`src/rtl/cdm_pkg.sv`:
```
`timescale 1ns / 1ps

package cdm_pkg;

  localparam int unsigned CDM_TIMER_BITS = 16;
  localparam int unsigned CDM_CFG_W      = 16;
  localparam logic [CDM_CFG_W-1:0] CDM_DEBOUNCE_RESET = 16'd500;

  // State codes as reported on the result channel
  localparam logic [2:0] ST_START     = 3'd0;
  localparam logic [2:0] ST_MOUNTED   = 3'd1;
  localparam logic [2:0] ST_FAILED    = 3'd2;
  localparam logic [2:0] ST_UNMOUNTED = 3'd3;
  localparam logic [2:0] ST_DEBOUNCE  = 3'd4;

  // Error codes
  localparam logic [1:0] ERR_NONE    = 2'd0;
  localparam logic [1:0] ERR_MISSING = 2'd1;
  localparam logic [1:0] ERR_MOUNT   = 2'd2;

  typedef struct packed {
    logic card_present;
    logic time_tick;
    logic mount_ok;
  } cdm_req_t;

  typedef struct packed {
    logic [2:0] fsm_state;
    logic       mounted;
    logic       mount_attempt;
    logic       unmount_request;
    logic       state_changed;
    logic [1:0] error_code;
  } cdm_rsp_t;

endpackage

```
`src/rtl/card_detect_mount_fsm.sv`:
```
`timescale 1ns / 1ps
// Channel   | Signals                         | Direction | Payload
// ----------+---------------------------------+-----------+-----------------------
// request   | req_valid, req_ready, req       | in        | cdm_req_t (3 bits)
// result    | rsp_valid, rsp_ready, rsp       | out       | cdm_rsp_t (9 bits)
// config    | cfg_we, cfg_data                | in        | debounce_ms, 16 bits
//
// One request per cycle unless a held result stalls it: the state update and the
// result are computed when a request is accepted; the result shows next cycle.
// The result register holds one entry; a new request is taken whenever that
// entry is empty or is being taken in the same cycle.
// Reset (rst, synchronous) returns to the start state, disarms the debounce
// timer, clears the last error and loads 500 into debounce_ms.
module card_detect_mount_fsm import cdm_pkg::*; #(
  parameter int unsigned TIMER_BITS = CDM_TIMER_BITS
) (
  input  logic                 clk,
  input  logic                 rst,
  input  logic                 req_valid,
  output logic                 req_ready,
  input  cdm_req_t             req,
  output logic                 rsp_valid,
  input  logic                 rsp_ready,
  output cdm_rsp_t             rsp,
  input  logic                 cfg_we,
  input  logic [CDM_CFG_W-1:0] cfg_data
);

  logic [CDM_CFG_W-1:0] debounce_ms;
  logic                 step;
  cdm_rsp_t             rsp_next;

  // Take a request when the result slot is free or draining this cycle
  assign req_ready = !rsp_valid || rsp_ready;
  assign step      = req_valid && req_ready;

  // Debounce length register; the user must write it only while the block is idle, the block does not enforce it
  always_ff @(posedge clk) begin
    if (rst) begin
      debounce_ms <= CDM_DEBOUNCE_RESET;
    end else if (cfg_we) begin
      debounce_ms <= cfg_data;
    end
  end

  // State machine plus debounce timer; advances once per accepted request
  cdm_core #(
    .TIMER_BITS (TIMER_BITS)
  ) u_core (
    .clk         (clk),
    .rst         (rst),
    .step        (step),
    .req         (req),
    .debounce_ms (debounce_ms),
    .rsp_next    (rsp_next)
  );

  // Result register: hold until taken, load on every accepted request
  always_ff @(posedge clk) begin
    if (rst) begin
      rsp_valid <= 1'b0;
    end else if (step) begin
      rsp_valid <= 1'b1;
    end else if (rsp_ready) begin
      rsp_valid <= 1'b0;
    end
  end

  always_ff @(posedge clk) begin
    if (step) begin
      rsp <= rsp_next;
    end
  end

endmodule

```
`src/rtl/cdm_core.sv`:
```
`timescale 1ns / 1ps

module cdm_core import cdm_pkg::*; #(
  parameter int unsigned TIMER_BITS = CDM_TIMER_BITS
) (
  input  logic                 clk,
  input  logic                 rst,
  input  logic                 step,
  input  cdm_req_t             req,
  input  logic [CDM_CFG_W-1:0] debounce_ms,
  output cdm_rsp_t             rsp_next
);

  typedef enum logic [2:0] {
    S_START     = ST_START,
    S_MOUNTED   = ST_MOUNTED,
    S_FAILED    = ST_FAILED,
    S_UNMOUNTED = ST_UNMOUNTED,
    S_DEBOUNCE  = ST_DEBOUNCE
  } state_t;

  localparam logic [32:0] TMAX = 33'({TIMER_BITS{1'b1}});

  state_t                state, state_next, state_mid;
  logic [TIMER_BITS-1:0] remaining, remaining_next, remaining_mid, load;
  logic                  armed, armed_next, armed_mid;
  logic [1:0]            last_error, last_error_next, last_error_mid;
  logic                  just_armed, attempt, unmount_req;

  // Clamp the configured debounce to what the timer can hold
  always_comb begin
    if (33'(debounce_ms) > TMAX) begin
      load = '1;
    end else begin
      load = TIMER_BITS'(debounce_ms);
    end
  end

  always_comb begin
    state_mid      = state;
    remaining_mid  = remaining;
    armed_mid      = armed;
    last_error_mid = last_error;
    just_armed     = 1'b0;
    attempt        = 1'b0;
    unmount_req    = 1'b0;

    // Presence event first
    unique case (state)
      S_START: begin
        if (req.card_present) begin
          attempt        = 1'b1;
          state_mid      = req.mount_ok ? S_MOUNTED : S_FAILED;
          last_error_mid = req.mount_ok ? ERR_NONE : ERR_MOUNT;
        end else begin
          state_mid = S_UNMOUNTED;
        end
      end
      S_MOUNTED: begin
        if (!req.card_present) begin
          unmount_req    = 1'b1;
          last_error_mid = ERR_MISSING;
          state_mid      = S_UNMOUNTED;
        end
      end
      S_FAILED: begin
        if (!req.card_present) begin
          state_mid = S_UNMOUNTED;
        end
      end
      S_UNMOUNTED: begin
        if (req.card_present) begin
          state_mid     = S_DEBOUNCE;
          remaining_mid = load;
          armed_mid     = 1'b1;
          just_armed    = 1'b1;
        end
      end
      S_DEBOUNCE: begin
        if (!req.card_present) begin
          state_mid     = S_UNMOUNTED;
          armed_mid     = 1'b0;
          remaining_mid = '0;
        end
      end
      default: state_mid = S_START;
    endcase

    state_next      = state_mid;
    remaining_next  = remaining_mid;
    armed_next      = armed_mid;
    last_error_next = last_error_mid;

    // Then the timer, on ticks only; the arming tick does not count
    if (req.time_tick && armed_mid && !just_armed) begin
      if (remaining_mid != '0) begin
        remaining_next = remaining_mid - 1'b1;
      end
      if (remaining_next == '0) begin
        armed_next = 1'b0;
        if (state_mid == S_DEBOUNCE) begin
          attempt         = 1'b1;
          state_next      = req.mount_ok ? S_MOUNTED : S_FAILED;
          last_error_next = req.mount_ok ? ERR_NONE : ERR_MOUNT;
        end
      end
    end

    rsp_next.fsm_state       = state_next;
    rsp_next.mounted         = (state_next == S_MOUNTED);
    rsp_next.mount_attempt   = attempt;
    rsp_next.unmount_request = unmount_req;
    rsp_next.state_changed   = (state_next != state);
    rsp_next.error_code      = last_error_next;
  end

  always_ff @(posedge clk) begin
    if (rst) begin
      state      <= S_START;
      remaining  <= '0;
      armed      <= 1'b0;
      last_error <= ERR_NONE;
    end else if (step) begin
      state      <= state_next;
      remaining  <= remaining_next;
      armed      <= armed_next;
      last_error <= last_error_next;
    end
  end

endmodule

```
`config.mk`:
```
export PLATFORM = sky130hd
export DESIGN_NAME = card_detect_mount_fsm
export DESIGN_NICKNAME = d
export VERILOG_FILES = /design/src/rtl/cdm_pkg.sv /design/src/rtl/card_detect_mount_fsm.sv /design/src/rtl/cdm_core.sv
export SDC_FILE = /design/constraint.sdc
export NUM_CORES = 1
export LEC_CHECK = 0
export BUFFER_PORTS_ARGS = -buffer_cell sky130_fd_sc_hd__buf_4
export CORE_UTILIZATION = 55
export DETAILED_ROUTE_END_ITERATION = 6
export PLACE_DENSITY = 0.76
export SLEW_MARGIN = 30
export SYNTH_ARGS = -nofsm -noshare
export SYNTH_HDL_FRONTEND = slang
export SYNTH_HIERARCHICAL = 1
export SYNTH_SLANG_ARGS = --single-unit
```
`constraint.sdc`:
```
create_clock -name clk -period 8 [get_ports clk]
set_input_delay 1.2 -clock clk [delete_from_list [all_inputs] [get_ports clk]]
set_output_delay 1.2 -clock clk [all_outputs]
set_load 0.005 [all_outputs]
```
### After elaboration in Yosys (flattened, before gate mapping)

Index checks and enable logic that the tools add are counted.
W data, S select, Z words.

* output and inout port bits: 11
* logic and storage cells: 66
* register bits: 48

* muxes and demuxes: 35
* equality and inequality tests: 7
* $add $sub $neg: 1
* reductions and logical operators: 11

Operator list (count)
* $mux W16: 5
* $pmux W16 S2: 1
* $mux W3: 6
* $logic_not A16 Y1: 1
* $reduce_bool A16 Y1: 1
* $sub A16 B1 Y16 const B: 1
* $mux W2: 7
* $mux W1: 13
* $pmux W3 S3: 1
* $eq A3 B1 Y1 const B: 2
* $eq A3 B2 Y1 const B: 2
* $eq A3 B3 Y1 const B: 2
* $pmux W2 S2: 1
* $logic_and A1 B1 Y1: 3
* $logic_not A3 Y1: 1
* $ne A3 B3 Y1: 1
* $reduce_or A3 Y1: 1
* $logic_not A1 Y1: 2
* $pmux W1 S2: 1
* $reduce_bool A2 Y1: 1
* $logic_or A1 B1 Y1: 1

### Logic depth before layout (Yosys ltp)

* word-level depth: 9
* depth in mapped cells: 19
* mapped depth without buffers: 14

### Modules after synthesis

The synthesis kept the hierarchy.

Modules (own cells, without submodules)
* cdm_core: cells an instance 307, times used 1, area each 2175.8 um^2, seq. area each 440.4 um^2
* card_detect_mount_fsm: cells an instance 66, times used 1, area each 912.1 um^2, seq. area each 610.6 um^2

### Worst setup path before layout

No wires, ideal clock.

* path type: in2reg
* start: input req[2] in the netlist's numbering
* end: register rsp[1] in the netlist's numbering (data pin)
* library setup time: 0.265 ns
* buffers on the path: 4
* cell stages on the path: 18
* data required time: 7.735 ns
* slack: 3.236 ns
* arrival: 4.499 ns
* cells stage by stage: buf_2 and3b_1 clkbuf_1 o22ai_1 nor2_1 inv_1 ha_1 inv_1 nor3_1 o32ai_1 or2_2 clkbuf_1 nor3_1 nor4bb_1 and4_1 buf_2 a21o_1 nand3_1

RTL lines
* start: declaration: RTL line card_detect_mount_fsm.sv:21 `input cdm_req_t req,`
* end signal: assignment: RTL line card_detect_mount_fsm.sv:71 `rsp <= rsp_next;`
* end: declaration: RTL line card_detect_mount_fsm.sv:24 `output cdm_rsp_t rsp,`

==> flow_results.xml <==
<?xml version="1.0" encoding="UTF-8"?>
<metrics>
  <group name="place">
    <metric name="io_buffer_count" unit="">34</metric>
    <metric name="post_place_setup_slack" unit="ns">2.483</metric>
    <metric name="gp_congestion" unit="">0.9191</metric>
    <metric name="dp_hpwl" unit="um">5092</metric>
    <metric name="dp_cells" unit="">449</metric>
    <metric name="area_after_dpl" unit="um^2">3286</metric>
  </group>
  <group name="die">
    <metric name="initial_core_util" unit="">0.5859</metric>
    <metric name="boundaryPins" unit="">35</metric>
    <metric name="floorplan.die_area" unit="um^2">5918</metric>
    <metric name="die_w" unit="um">76.93</metric>
    <metric name="fp-row-count" unit="">26</metric>
    <metric name="core_area" unit="um^2">5270</metric>
    <metric name="die_height" unit="um">76.93</metric>
  </group>
  <group name="timing">
    <metric name="slew_headroom" unit="">0.4557</metric>
    <metric name="period_minus_slack" unit="ns">5.195</metric>
    <metric name="achievable-frequency" unit="MHz">192.5</metric>
    <metric name="final_hold_viol_count" unit="">0</metric>
    <metric name="slew_viol_final" unit="">0</metric>
    <metric name="setup_ws" unit="ns">2.805</metric>
    <metric name="fin_worst_skew" unit="ns">0.003637</metric>
    <metric name="tightestPinTransition" unit="ns">0.8165</metric>
    <metric name="timing.final.crit_share" unit="">0.6494</metric>
    <metric name="rsz0062_at_grt" unit="">no</metric>
    <metric name="finalSetupViolations" unit="">0</metric>
    <metric name="tns" unit="ns">0</metric>
  </group>
  <group name="final_layout">
    <metric name="syn_to_final_growth" unit="%">10.66</metric>
    <metric name="drive_above_1_share" unit="">0.1418</metric>
    <metric name="final_nets" unit="">412</metric>
    <metric name="n_antenna_cell" unit="">0</metric>
    <metric name="layout.cell_area.non_filler" unit="um^2">3417</metric>
    <metric name="final.fill_count" unit="">487</metric>
    <metric name="layoutNonFillerInstCount" unit="">458</metric>
  </group>
  <group name="pwr">
    <metric name="switching_share" unit="">0.3064</metric>
    <metric name="power.sequential.fraction" unit="">0.425</metric>
    <metric name="vdd_ir_drop_max" unit="uV">106.0</metric>
    <metric name="p_switching" unit="uW">199.4</metric>
    <metric name="clkPwrFrac" unit="">0.292</metric>
    <metric name="intPower" unit="uW">451.4</metric>
    <metric name="finalPower" unit="uW">650.7</metric>
    <metric name="combinationalPowerShare" unit="">0.283</metric>
    <metric name="leakagePower" unit="uW">0.001301</metric>
    <metric name="power_per_cell_area" unit="nW/um^2">190.4</metric>
  </group>
  <group name="synth">
    <metric name="synth-edff-count" unit="">9</metric>
    <metric name="synth_largest_type_area_fraction" unit="">0.2528</metric>
    <metric name="syn_avg_cell_area" unit="um^2">8.279</metric>
    <metric name="dominantRegCellSynth" unit="">dfxtp_1</metric>
    <metric name="synth.most_common_cell" unit="">nor2_1</metric>
    <metric name="synth_fp_nets" unit="">398</metric>
    <metric name="yosys_warnings" unit="">6</metric>
    <metric name="synth-seq-cells" unit="">48</metric>
    <metric name="synth_area_leaders" unit="">dfxtp_1, edfxtp_1, nor2_1</metric>
    <metric name="syn_area" unit="um^2">3088</metric>
    <metric name="yosysUniqueCellTypes" unit="">64</metric>
    <metric name="synth_async_sr_flop_share" unit="">0</metric>
    <metric name="sequential_share_of_the_synthesized_area" unit="">0.3404</metric>
    <metric name="post_synth_most_frequent_cells" unit="">nor2_1, dfxtp_1, a21oi_1</metric>
    <metric name="synth_cells" unit="">373</metric>
    <metric name="leading_area_contributor_after_synthesis" unit="">dfxtp_1</metric>
  </group>
  <group name="drt">
    <metric name="detail_route.wirelength" unit="um">7425</metric>
    <metric name="detail_route.first_pass.iterations" unit="">4</metric>
    <metric name="antenna_violating_nets_post_route" unit="">0</metric>
    <metric name="wl_per_cell" unit="um">16.21</metric>
    <metric name="dr_total_vias" unit="">2877</metric>
    <metric name="viasPerCell" unit="">6.282</metric>
    <metric name="drt-initial-drc-count" unit="">181</metric>
    <metric name="detail_route.drc_violations" unit="">0</metric>
  </group>
  <group name="setup_path">
    <metric name="setup.worst_path.start_class" unit="">input pin</metric>
    <metric name="critPathSlowestCell" unit="">o32ai_1</metric>
    <metric name="cp_cell_sequence" unit="">buf_4, and3b_1, o22ai_1, nor2_1, inv_1, ha_1, inv_1, nor3_1, o32ai_1, or2_2, nor3_1, nor4bb_1, nand4_1, a21oi_1, o21ai_1</metric>
    <metric name="critical_path_class" unit="">input pin to flop</metric>
    <metric name="cp.required" unit="ns">8.06</metric>
    <metric name="worstPathArrival" unit="ns">5.25</metric>
    <metric name="critical_path.max_fanout" unit="">21</metric>
    <metric name="crit_path_end_kind" unit="">flop</metric>
    <metric name="max_stage_delay" unit="ns">0.76</metric>
  </group>
  <group name="clocking">
    <metric name="clock_latency" unit="ns">0.30</metric>
    <metric name="clock_sink_count" unit="">48</metric>
    <metric name="clk_transition_reported_paths" unit="ns">0.09</metric>
    <metric name="cts_hold_repair.buffers" unit="">0</metric>
    <metric name="post_cts_resized" unit="">0</metric>
    <metric name="cts_max_level" unit="">2</metric>
    <metric name="clock_tree.buffer_depth" unit="">2</metric>
    <metric name="cts_tree" unit="">built</metric>
    <metric name="cts_made_buffers" unit="">5</metric>
    <metric name="cts_post_setup_buffers_inserted" unit="">0</metric>
    <metric name="library_cell_used_as_clock_root_buffer" unit="">clkbuf_8</metric>
  </group>
  <group name="grt">
    <metric name="grt_antenna_before_repair" unit="">0</metric>
    <metric name="globalRouteTotalUtil" unit="">0.2592</metric>
    <metric name="grt_first_pass_wirelength" unit="um">12370</metric>
    <metric name="grt.overflow.total" unit="">0</metric>
    <metric name="maximum_number_of_pins_on_one_net_before_global_route_repair" unit="">54</metric>
    <metric name="first_global_vias" unit="">2693</metric>
  </group>
  <group name="hold_path">
    <metric name="timing.hold.worst.class" unit="">flop to flop</metric>
  </group>
  <group name="job">
    <metric name="count_of_maximum_capacitance_violations" unit="">0</metric>
  </group>
  <group name="run_status">
    <metric name="run_status" unit="">finished clean</metric>
  </group>
</metrics>
logic make-up (layout without fill, tap and decap cells):
group / Yosys count / after routing / synth area share
AO/OA/AOI/OAI: 127 / 127 / 0.2840
AND/OR/NAND/NOR: 135 / 135 / 0.2374
multiplexers: 12 / 12 / 0.03890
adder cells (fa/ha/maj): 1 / 1 / 0.004051
flip-flops: 48 / 48 / 0.3404
XOR/XNOR: 11 / 11 / 0.03120
buffers and inverters: 39 / 54 / 0.06402
path summary, 6_finish.rpt:
kind	end	from	cells past startpoint	slack [ns]
hold reg to reg	u_core/remaining[10]	u_core/remaining[10]	2	0.50
setup / recovery	rsp[0]	req[2]	15	2.80
hold / removal	u_core/remaining[10]	u_core/remaining[10]	2	0.50
setup reg to reg	rsp[0]	u_core/state[1]	14	3.15
layer usage:
layer / wire length [um] / GRT usage / part of all wire
met4: 119 / 0.1019 / 0.016
met5: 0 / 0 / 0
met3: 354 / 0.04524 / 0.048
met2: 3438 / 0.4170 / 0.46
met1: 3513 / 0.3432 / 0.47
stage by stage:
step,utilization,hold slack [ns]
after CTS,0.6474,0.4964
after global routing,0.6484,0.5265
after floorplan,-,0.4600
final,0.6484,0.4952
after detailed placement,0.6235,0.4817
after global placement,0.6235,0.4719
registers in the layout, indices dropped and copies added (netlist names):
name / count
u_core/last_error: 2
debounce_ms: 16
u_core/state: 3
u_core/remaining: 16
u_core/armed: 1
rsp: 9
rsp_valid: 1
area by class of cell:
type	instances	area, um^2	share of cell area
Clock inverter	1	30.03	0.008788
Multi-Input combinational cell	286	1839	0.5383
Sequential cell	48	1051	0.3076
Tap cell	70	87.58	0.02563
Inverter	8	30.03	0.008788
Timing Repair Buffer	38	282.8	0.08275
Clock buffer	7	96.34	0.02819
power groups by stage:
stage / combinational (uW) / clock (uW) / sequential (uW)
3_5_place_dp: 181 / 0 / 282
3_3_place_gp: 180 / 0 / 282
2_1_floorplan: 142 / 0 / 278
5_1_grt: 203 / 204 / 279
4_1_cts: 182 / 196 / 277
6_report: 184 / 190 / 277
critical path, delay by kind of cell:
| family | cells | cell delay, ns |
|---|---|---|
| and+or+nand+nor | 7 | 2.08 |
| AOI/OAI and AO/OA | 4 | 1.38 |
| adders and majority gates | 1 | 0.19 |
| buffers and inverters | 3 | 0.38 |
cell usage in the layout, fill, tap and decap left out, types with 5 or more instances in the layout:
cell type / instances
a211o_1: 7
a211oi_1: 16
a21o_1: 9
a21oi_1: 28
buf_4: 37
clkbuf_8: 7
dfxtp_1: 39
edfxtp_1: 9
inv_1: 8
mux2i_1: 12
nand2_1: 13
nand2b_1: 8
nand3_1: 5
nor2_1: 52
nor2b_1: 6
nor3_1: 18
o21ai_0: 6
o21ai_1: 5
o22a_1: 8
o22ai_1: 19
xnor2_1: 7
Power figures use the tool's default switching activity.
